$ cat src/sv/smap_pkg.sv
package smap_pkg;

    localparam int MAX_PATTERN = 16;
    localparam int MAX_LINE    = 4096;

    localparam int WIN_DEPTH = MAX_PATTERN - 1;
    localparam int IDX_W     = $clog2(MAX_PATTERN);
    localparam int LEN_W     = $clog2(MAX_PATTERN + 1);
    localparam int PAT_W     = 8 * MAX_PATTERN;
    localparam int POS_W     = 12;
    localparam int CFG_W     = 64;

    localparam logic [POS_W-1:0] POS_MAX = POS_W'(MAX_LINE - 1);

    // register indexes
    typedef logic [1:0] t_cfg_idx;
    localparam t_cfg_idx CFG_PAT_LO  = 2'd0;
    localparam t_cfg_idx CFG_PAT_HI  = 2'd1;
    localparam t_cfg_idx CFG_PAT_LEN = 2'd2;

    typedef struct packed {
        logic [7:0] char_in;
        logic       end_of_line;
    } t_in_req;

    typedef struct packed {
        logic             match_found;
        logic [POS_W-1:0] match_start;
        logic             line_done;
    } t_out_req;

    typedef struct packed {
        logic shift;
        logic clear;
    } t_cell_ctl;

endpackage

$ cat src/sv/smap_cell.sv
module smap_cell (
    input  logic                i_clk,
    input  logic                i_rst_n,
    input  smap_pkg::t_cell_ctl i_ctl,
    input  logic [7:0]          i_byte,
    input  logic [7:0]          i_pat_byte,
    input  logic                i_active,
    output logic [7:0]          o_byte,
    output logic                o_hit
);

    logic [7:0] r_byte;
    logic [7:0] n_byte;

    always_comb begin
        n_byte = r_byte;
        if (i_ctl.clear) begin
            n_byte = '0;
        end else if (i_ctl.shift) begin
            n_byte = i_byte;
        end
    end

    always_ff @(posedge i_clk) begin
        if (!i_rst_n) begin
            r_byte <= '0;
        end else begin
            r_byte <= n_byte;
        end
    end

    // cells beyond the pattern length always pass
    assign o_hit  = !i_active || (r_byte == i_pat_byte);
    assign o_byte = r_byte;

endmodule

$ cat src/sv/substring_match_all_positions_core.sv
// A request's result is loaded into the output register when it is accepted.
// Throughput: one byte per cycle unless stalled; all window cells compare in parallel.
// The output register is the only stage, so a held result stalls input only
// when it is not taken in the same cycle.
// Reset (synchronous, active low): window cleared, position 0, pattern zero, length 1.
module substring_match_all_positions_core (
    input  logic                     i_clk,
    input  logic                     i_rst_n,
    input  logic                     i_in_valid,
    output logic                     o_in_ready,
    input  smap_pkg::t_in_req        i_in_req,
    output logic                     o_out_valid,
    input  logic                     i_out_ready,
    output smap_pkg::t_out_req       o_out_req,
    input  logic                     i_cfg_we,
    input  smap_pkg::t_cfg_idx       i_cfg_idx,
    input  logic [smap_pkg::CFG_W-1:0] i_cfg_wdata
);

    // ---------------------------------------------------------------
    // Configuration: pattern bytes and clamped length (1..MAX_PATTERN)
    // ---------------------------------------------------------------
    logic [smap_pkg::PAT_W-1:0] r_pat;
    logic [smap_pkg::PAT_W-1:0] n_pat;
    logic [smap_pkg::LEN_W-1:0] r_len;
    logic [smap_pkg::LEN_W-1:0] n_len;
    logic [smap_pkg::LEN_W-1:0] w_len_wr;

    always_comb begin
        w_len_wr = i_cfg_wdata[smap_pkg::LEN_W-1:0];
        // zero acts as one; anything above the max saturates
        if (w_len_wr == '0) begin
            w_len_wr = smap_pkg::LEN_W'(1);
        end else if (w_len_wr > smap_pkg::LEN_W'(smap_pkg::MAX_PATTERN)) begin
            w_len_wr = smap_pkg::LEN_W'(smap_pkg::MAX_PATTERN);
        end
    end

    always_comb begin
        n_pat = r_pat;
        n_len = r_len;
        if (i_cfg_we) begin
            case (i_cfg_idx)
                smap_pkg::CFG_PAT_LO: begin
                    n_pat[smap_pkg::PAT_W/2-1:0] = i_cfg_wdata;
                end
                smap_pkg::CFG_PAT_HI: begin
                    n_pat[smap_pkg::PAT_W-1:smap_pkg::PAT_W/2] = i_cfg_wdata;
                end
                smap_pkg::CFG_PAT_LEN: begin
                    n_len = w_len_wr;
                end
                default: begin
                    // unmapped index: write is dropped
                end
            endcase
        end
    end

    always_ff @(posedge i_clk) begin
        if (!i_rst_n) begin
            r_pat <= '0;
            r_len <= smap_pkg::LEN_W'(1);
        end else begin
            r_pat <= n_pat;
            r_len <= n_len;
        end
    end

    // length minus one: index of the pattern's last byte
    logic [smap_pkg::IDX_W-1:0] w_lenm1;
    assign w_lenm1 = smap_pkg::IDX_W'(r_len - smap_pkg::LEN_W'(1));

    // ---------------------------------------------------------------
    // Handshake and position counter
    // ---------------------------------------------------------------
    logic r_out_valid;
    logic n_out_valid;
    logic w_in_acc;

    assign o_in_ready = !r_out_valid || i_out_ready;
    assign w_in_acc   = i_in_valid && o_in_ready;

    smap_pkg::t_cell_ctl w_ctl;
    assign w_ctl.shift = w_in_acc && !i_in_req.end_of_line;
    assign w_ctl.clear = w_in_acc && i_in_req.end_of_line;

    logic [smap_pkg::POS_W-1:0] r_pos;
    logic [smap_pkg::POS_W-1:0] n_pos;

    always_comb begin
        n_pos = r_pos;
        if (w_ctl.clear) begin
            n_pos = '0;
        end else if (w_ctl.shift && (r_pos != smap_pkg::POS_MAX)) begin
            n_pos = r_pos + smap_pkg::POS_W'(1);
        end
    end

    always_ff @(posedge i_clk) begin
        if (!i_rst_n) begin
            r_pos <= '0;
        end else begin
            r_pos <= n_pos;
        end
    end

    // ---------------------------------------------------------------
    // Window: cell k holds the byte seen k+1 requests ago and compares it
    // with pattern byte (len-1)-(k+1). Cells past the pattern pass.
    // ---------------------------------------------------------------
    logic [7:0]                    w_win [smap_pkg::WIN_DEPTH];
    logic [smap_pkg::WIN_DEPTH-1:0] w_hit;

    for (genvar k = 0; k < smap_pkg::WIN_DEPTH; k++) begin : g_cell
        logic [7:0]                 w_in_byte;
        logic [smap_pkg::IDX_W-1:0] w_pidx;
        logic [7:0]                 w_pat_byte;
        logic                       w_active;

        if (k == 0) begin : g_head
            assign w_in_byte = i_in_req.char_in;
        end else begin : g_body
            assign w_in_byte = w_win[k-1];
        end

        assign w_pidx     = w_lenm1 - smap_pkg::IDX_W'(k + 1);
        assign w_pat_byte = r_pat[{w_pidx, 3'b000} +: 8];
        assign w_active   = smap_pkg::IDX_W'(k) < w_lenm1;

        smap_cell u_cell (
            .i_clk      (i_clk),
            .i_rst_n    (i_rst_n),
            .i_ctl      (w_ctl),
            .i_byte     (w_in_byte),
            .i_pat_byte (w_pat_byte),
            .i_active   (w_active),
            .o_byte     (w_win[k]),
            .o_hit      (w_hit[k])
        );
    end

    // ---------------------------------------------------------------
    // Match decision: the incoming byte must equal the pattern's last byte,
    // every active cell must hit, and the line must already hold len-1 bytes
    // so zeroed window slack never joins a match.
    // ---------------------------------------------------------------
    logic [7:0] w_last_pat;
    logic       w_found;

    assign w_last_pat = r_pat[{w_lenm1, 3'b000} +: 8];
    assign w_found    = (r_pos >= smap_pkg::POS_W'(w_lenm1))
                        && (i_in_req.char_in == w_last_pat)
                        && (&w_hit);

    smap_pkg::t_out_req r_out;
    smap_pkg::t_out_req n_out;

    always_comb begin
        n_out.match_found = w_found;
        n_out.match_start = w_found ? (r_pos - smap_pkg::POS_W'(w_lenm1)) : '0;
        n_out.line_done   = i_in_req.end_of_line;
    end

    always_comb begin
        n_out_valid = r_out_valid;
        if (w_in_acc) begin
            n_out_valid = 1'b1;
        end else if (i_out_ready) begin
            n_out_valid = 1'b0;
        end
    end

    always_ff @(posedge i_clk) begin
        if (!i_rst_n) begin
            r_out_valid <= 1'b0;
        end else begin
            r_out_valid <= n_out_valid;
        end
    end

    // result payload: loaded on each accepted request
    always_ff @(posedge i_clk) begin
        if (w_in_acc) begin
            r_out <= n_out;
        end
    end

    assign o_out_valid = r_out_valid;
    assign o_out_req   = r_out;

    // ---------------------------------------------------------------
    // Assertions
    // ---------------------------------------------------------------
    a_eol_clears_pos: assert property (@(posedge i_clk) disable iff (!i_rst_n)
        w_in_acc && i_in_req.end_of_line |=> r_pos == '0)
        else $error("position not cleared after end of line");

    a_pos_steps: assert property (@(posedge i_clk) disable iff (!i_rst_n)
        w_ctl.shift && (r_pos != smap_pkg::POS_MAX)
        |=> r_pos == $past(r_pos) + smap_pkg::POS_W'(1))
        else $error("position did not advance");

    a_len_range: assert property (@(posedge i_clk) disable iff (!i_rst_n)
        (r_len != '0) && (r_len <= smap_pkg::LEN_W'(smap_pkg::MAX_PATTERN)))
        else $error("pattern length out of range");

    a_empty_ready: assert property (@(posedge i_clk) disable iff (!i_rst_n)
        !r_out_valid |-> o_in_ready)
        else $error("input stalled with empty output register");

    a_found_start: assert property (@(posedge i_clk) disable iff (!i_rst_n)
        w_in_acc && w_found |-> r_pos >= smap_pkg::POS_W'(w_lenm1))
        else $error("match reported before line holds the pattern");

endmodule
$ cat config.mk
export PLATFORM = sky130hd
export DESIGN_NAME = substring_match_all_positions_core
export DESIGN_NICKNAME = d
export VERILOG_FILES = /design/src/sv/smap_pkg.sv /design/src/sv/smap_cell.sv /design/src/sv/substring_match_all_positions_core.sv
export SDC_FILE = /design/constraint.sdc
export NUM_CORES = 1
export LEC_CHECK = 0
export ABC_CLOCK_PERIOD_IN_PS = 12200
export CORE_UTILIZATION = 25
export DETAILED_ROUTE_END_ITERATION = 8
export DONT_BUFFER_PORTS = 1
export PLACE_DENSITY = 0.43
export SLEW_MARGIN = 20
export SYNTH_ARGS = -nofsm -noshare
export SYNTH_HDL_FRONTEND = slang
export SYNTH_SLANG_ARGS = --single-unit
$ cat constraint.sdc
create_clock -name i_clk -period 12.2 [get_ports i_clk]
set_input_delay 1.22 -clock i_clk [delete_from_list [all_inputs] [get_ports i_clk]]
set_output_delay 1.22 -clock i_clk [all_outputs]
set_load 0.01 [all_outputs]
* After elaboration in Yosys (flattened, before gate mapping)
Cells that the tools add are included.
** Storage, ports and cells
- Register bits :: 279
- Bits in latches :: 0
- RAM bits :: 0
- ROM bits :: 0
- Output and inout port bits :: 16
- Memories :: 0
** Operators by class
- Add/sub/neg operators :: 18
- $mul :: 0
- Divide/modulo/power cells :: 0
- Order comparisons :: 17
- Equal/unequal tests :: 19
- Shift operators :: 16
- Multiplexer cells :: 4
- Bitwise logic cells :: 1
- Reduce and logical (&&, ||, !) cells :: 47
** Operators with widths (count)
- $shiftx A128 B8 Y8 :: 16
- $eq A8 B8 Y1 :: 16
- $sub A4 B4 Y4 const B :: 8
- $lt A4 B4 Y1 const A :: 7
- $logic_not A1 Y1 :: 17
- $logic_or A1 B1 Y1 :: 16
- $lt A3 B4 Y1 const A :: 4
- $sub A4 B3 Y4 const B :: 4
- $reduce_and A15 Y1 :: 1
- $add A12 B1 Y12 const B :: 1
- $ge A12 B4 Y1 :: 1
- $ne A12 B12 Y1 const B :: 1
- $sub A12 B4 Y12 :: 1
- $lt A1 B4 Y1 const A :: 2
- $lt A2 B4 Y1 const A :: 2
- $mux W4 :: 2
- $sub A4 B1 Y4 const B :: 2
- $sub A4 B2 Y4 const B :: 2
- $logic_and A1 B1 Y1 :: 6
- $reduce_and A2 Y1 :: 3
- $gt A5 B5 Y1 const B :: 1
- $logic_not A5 Y1 :: 1
- $eq A2 B1 Y1 const B :: 1
- $eq A2 B2 Y1 const B :: 1
- 5 further kinds :: 6

* Logic depth before layout (Yosys ltp)
- Word-level depth :: 7
- Gate-level depth with buffers :: 24

* Cells and area by module
A second synthesis with hierarchy kept.
** Second synthesis, totals
- Cell total of the unflattened synthesis :: 1860
- Area total of the unflattened synthesis :: 18776.8 um^2
** Modules (own cells, without submodules)
- substring_match_all_positions_core :: instances 1, cells an instance 1290, area an instance 13071.3 um^2, seq. area each 3323.2 um^2
- smap_cell :: instances 15, cells an instance 38, area an instance 380.4 um^2, seq. area each 160.2 um^2

* Worst setup path after synthesis
Ideal clock, no wire load.
- Path kind :: register to register
- From :: register r_len[0] (netlist name)
- To :: register r_out, in the netlist o_out_req[10], data pin
- Library setup time :: 0.150 ns
- Arrival time :: 5.299 ns
- Path slack :: 6.752 ns
- Cell stages (with the launch flop) :: 25
- Path buffers :: 9
- Period minus slack after synthesis :: 5.448 ns
- Path through :: dfxtp_1 buf_2 buf_2 inv_2 buf_2 buf_1 ha_1 clkbuf_1 buf_2 buf_2 clkbuf_1 xor2_1 ha_1 a21oi_1 inv_1 a21oi_1 a21oi_1 maj3_1 or2_2 o311ai_0 or4_1 nor4_1 nand4_1 buf_4 nor3_2
** Between the ends
- Longest elaborated chain between the ends :: 7
- Elaborated cells between the ends (all ways) :: 98
- Classes of those cells :: add/sub: 17; order compare: 16; eq/ne: 16; shift: 16; reduce/logical: 33
** RTL lines
- start, declared :: line substring_match_all_positions_core.sv:25 : logic [smap_pkg::LEN_W-1:0] r_len;
- start signal, assigned :: line substring_match_all_positions_core.sv:63 : r_len <= smap_pkg::LEN_W'(1);
- start signal, assigned :: line substring_match_all_positions_core.sv:66 : r_len <= n_len;
- $sub A4 B1 Y4 * :: line substring_match_all_positions_core.sv:72 : assign w_lenm1 = smap_pkg::IDX_W'(r_len - smap_pkg::LEN_W'(1));
- $sub A4 B1 Y4, or another cell as far along :: line substring_match_all_positions_core.sv:127 : assign w_pidx = w_lenm1 - smap_pkg::IDX_W'(k + 1);
- $shiftx A128 B8 Y8 :: line substring_match_all_positions_core.sv:128 : assign w_pat_byte = r_pat[{w_pidx, 3'b000} +: 8];
- $eq A8 B8 Y1 :: line smap_cell.sv:33 : assign o_hit = !i_active || (r_byte == i_pat_byte);
- $logic_or A1 B1 Y1 :: line smap_cell.sv:33
- $reduce_and A15 Y1 :: line substring_match_all_positions_core.sv:154 : && (&w_hit);
- $logic_and A1 B1 Y1 :: line substring_match_all_positions_core.sv:154
- end signal, assigned :: line substring_match_all_positions_core.sv:185 : r_out <= n_out;
- end, declared :: line substring_match_all_positions_core.sv:156 : smap_pkg::t_out_req r_out;
Every way passes the cells marked *; elsewhere a longest branch is shown, timed or not.
A chain may end at the register's enable or synchronous reset.

* Worst setup path after layout
- From :: register r_len[0] (netlist name)
- To :: register r_out, in the netlist o_out_req[3], data pin
Same word-level chain as after synthesis.

==> metrics.txt <==
result of the run complete, but fails checks; violations in the final reports design-rule violations; total of hold buffers inserted after clock tree synthesis 0; final std cells w/o fill 3047; fraction of the cycle the final worst path needs 0.616; Worst path slowest cell sky130_fd_sc_hd__ha_4; TritonCTS clock tree done; transition at the pin with the smallest max-transition slack 1.07 ns; Std-Cell Rows 99; Critical path origin r_len[0]$_SDFFE_PN1P_; nets in the synthesized netlist 2245; Area growth syn-to-layout 10.8%; startpoint of the lowest-slack hold path g_cell[6].u_cell.o_byte[3]$_SDFFE_PP0P_; dpl hpwl 56.6 mm; endpoint required time on the critical path 12.55 ns; worst setup skew after layout 0.0170 ns; GR Overflow Total 0; Slew Limit Fails 0; Root Buffer Master sky130_fd_sc_hd__clkbuf_16; Cell Area, Synth 18500 um^2; area taken by multi-input logic gates 12200 um^2; post-route minimum period 7.51 ns; critical path capture point type register; via count of the first global-routing pass 14500; Clk Latency, worst-skew pair 0.55 ns; Vert. Die Dim 274 um; DR vias 15700; arrival time worst endpoint 7.87 ns; horizontal die dimension 274 um; pin count of the biggest net entering global routing 135; sequential cell area fraction in the yosys report 0.309; clock tree sinks 279; TritonCTS Buffers 34; pwr dens 120 nW/um^2; post-route setup TNS 0 ns; synthesized area divided by synthesized cell count 8.59 um^2; area enclosed by the die boundary 75200 um^2; wire length per cell 24.1 um; post-CTS setup buffer count 0; Worst IR Drop VDD 0.0694 mV; Crit Path Max Fanout 61; Slew HR 0.286; crit path kind reg2reg; setup violators final 0; worst-case clock buffer depth 3; synthesis-stage register bit count 279; first-pass GRT wire length 104 mm; Hold Fails Final Rpt 0; H-Tree Depth 2; total number of yosys warnings 0; fill count 7808; worst reg2reg startpoint r_len[0]$_SDFFE_PN1P_; number of buffers and inverters on the critical path 2; post-synth cell types 69; DR vias/cell 5.15; clock transition at the register clock pins on the worst setup and hold paths after CTS 0.06 ns; MaxCap Viol Count 0; number of antenna-violating nets in the routed design 0; count of routing violations after the opening detailed-route iteration 1473; wire length after detailed routing 73.4 mm; unrepaired setup endpoints after global routing no; FFs w/ async S/R, synth 0; sequential cell area 5730 um^2; most used flip-flop cell after synthesis sky130_fd_sc_hd__dfxtp_1; delay-heaviest family, CP simple AND/OR/NAND/NOR gates; count of pins on the block boundary 96; placed insts 2981; placeable core region 73200 um^2; cell-by-cell listing of the critical path inv_2 > ha_4 > buf_4 > mux2i_1 > mux4_2 > mux2i_1 > xor2_1 > nor4_1 > o311ai_0 > or4_1 > nor4_1 > nand4_1 > nor3_1; nature of the critical path startpoint register; cell leakage power 7.34 nW; top achievable clock speed 133 MHz; number of antenna violations at the first check in global routing 2; Gate Count Post-Synth 2158; buffers added on ports 0; starting utilization of the core area 0.253; final weighted congestion in routability-driven placement 0.955; total number of nets in the final design 2146; Gates resized, CTS repair 0; Pre-Repair DR Iteration Count 8; share of post-route cells with drive strength above 1 0.119; count of unresolved DRC violations after routing 4; HP Class reg2reg; count of flip-flops with a built-in enable after synthesis 14; delay of the slowest cell on the worst path 0.98 ns; GRT Overall Usage 0.192
layer usage:
metal,vias to the layer above,GRT usage,part of all wire
met5,-,0,0
met2,493,0.282,0.43
met1,7730,0.263,0.46
met4,0,0.0835,0.041
met3,94,0.0482,0.077
li1,7387,-,-
layout make-up:
type                            instances  share of cell area
Antenna cell                            6            0.000731
Clock buffer                           47              0.0473
Clock inverter                         12             0.00810
Inverter                               11             0.00201
Multi-Input combinational cell       1706               0.594
Sequential cell                       279               0.279
Tap cell                              959              0.0584
Timing Repair Buffer                   27              0.0105
cells in the final DEF, fill, tap and decap left out, drive strengths merged, types with 7 or more instances in the layout:
cell type and instances:
nand2 566, o22ai 18, o211ai 9, mux2i 267, nor4 23, nor3 35, mux2 70, nor2 49
nand3 28, edfxtp 14, nand4 14, dfxtp 265, xnor2 92, inv 12, ha 7, a21oi 152
buf 27, o21ai 14, mux4 60, clkbuf 47, a21boi 130, xor2 74, a211oi 12
where the power goes:
group | leakage [nW] | internal (W) | switching (W)
clock network | 0.560 | 0.000640 | 0.000410
logic | 4.49 | 0.000175 | 0.000279
registers | 2.29 | 0.000937 | 0.0000289
total | 7.34 | 0.00175 | 0.000719
worst paths after layout:
kind,end,slack (ns),depth (start not counted)
max,o_out_req[3]$_SDFFCE_PN0P_,4.69,13
min,g_cell[7].u_cell.o_byte[3]$_SDFFE_PP0P_,0.48,2
max reg2reg,o_out_req[3]$_SDFFCE_PN0P_,4.69,13
min reg2reg,g_cell[7].u_cell.o_byte[3]$_SDFFE_PP0P_,0.48,2
logic make-up after synthesis:
logic type | Yosys count | share of synthesized area
compound gates | 379 | 0.133
xor+xnor | 166 | 0.0809
fa+ha+maj | 11 | 0.00689
buf+inv | 173 | 0.0398
flops | 279 | 0.309
mux | 397 | 0.260
simple gates | 753 | 0.171
worst min-delay path, delay by kind of cell, from the launching register on:
kind             cells  cell delay [ns]
AND/OR/NAND/NOR      1             0.06
flip-flops           1             0.33
AO/OA/AOI/OAI        1             0.05
registers in the layout, indices dropped and copies added, names as in the netlist:
name                  cells
g_cell.u_cell.o_byte    120
o_out_req                14
o_out_valid               1
r_len                     4
r_pat                   128
r_pos                    12
cells in the mapped netlist (all sizes together), types with 5 or more instances:
cell type	n	area share
mux2i	267	0.14
nor4	23	0.0078
nor2	49	0.0099
o21ai	14	0.0038
edfxtp	14	0.023
or3	6	0.0020
dfxtp	265	0.29
nand4	14	0.0047
nand2	566	0.11
a211oi	12	0.0051
o221ai	5	0.0024
nor3	35	0.012
nor2b	6	0.0020
xor2	74	0.035
o22ai	18	0.0061
a21oi	152	0.041
nor3b	6	0.0027
ha	7	0.0047
mux2	70	0.043
buf	69	0.019
o211ai	9	0.0036
xnor2	92	0.046
mux4	60	0.073
clkbuf	93	0.019
inv	11	0.0022
a21boi	130	0.053
nand3	28	0.0076
per-stage QoR:
stage	hold WS [ns]	instance area, um^2	setup slack [ns]	total power, W	utilization
after CTS	0.478	20500	4.77	0.00250	0.280
final	0.478	20500	4.69	0.00247	0.281
after floorplan	0.445	18500	6.75	0.00130	-
after global placement	0.457	19400	4.88	0.00143	0.264
after global routing	0.489	20500	4.30	0.00257	0.280
after detailed placement	0.463	19400	4.79	0.00144	0.265
No activity file was read; power rests on OpenSTA's default activity.
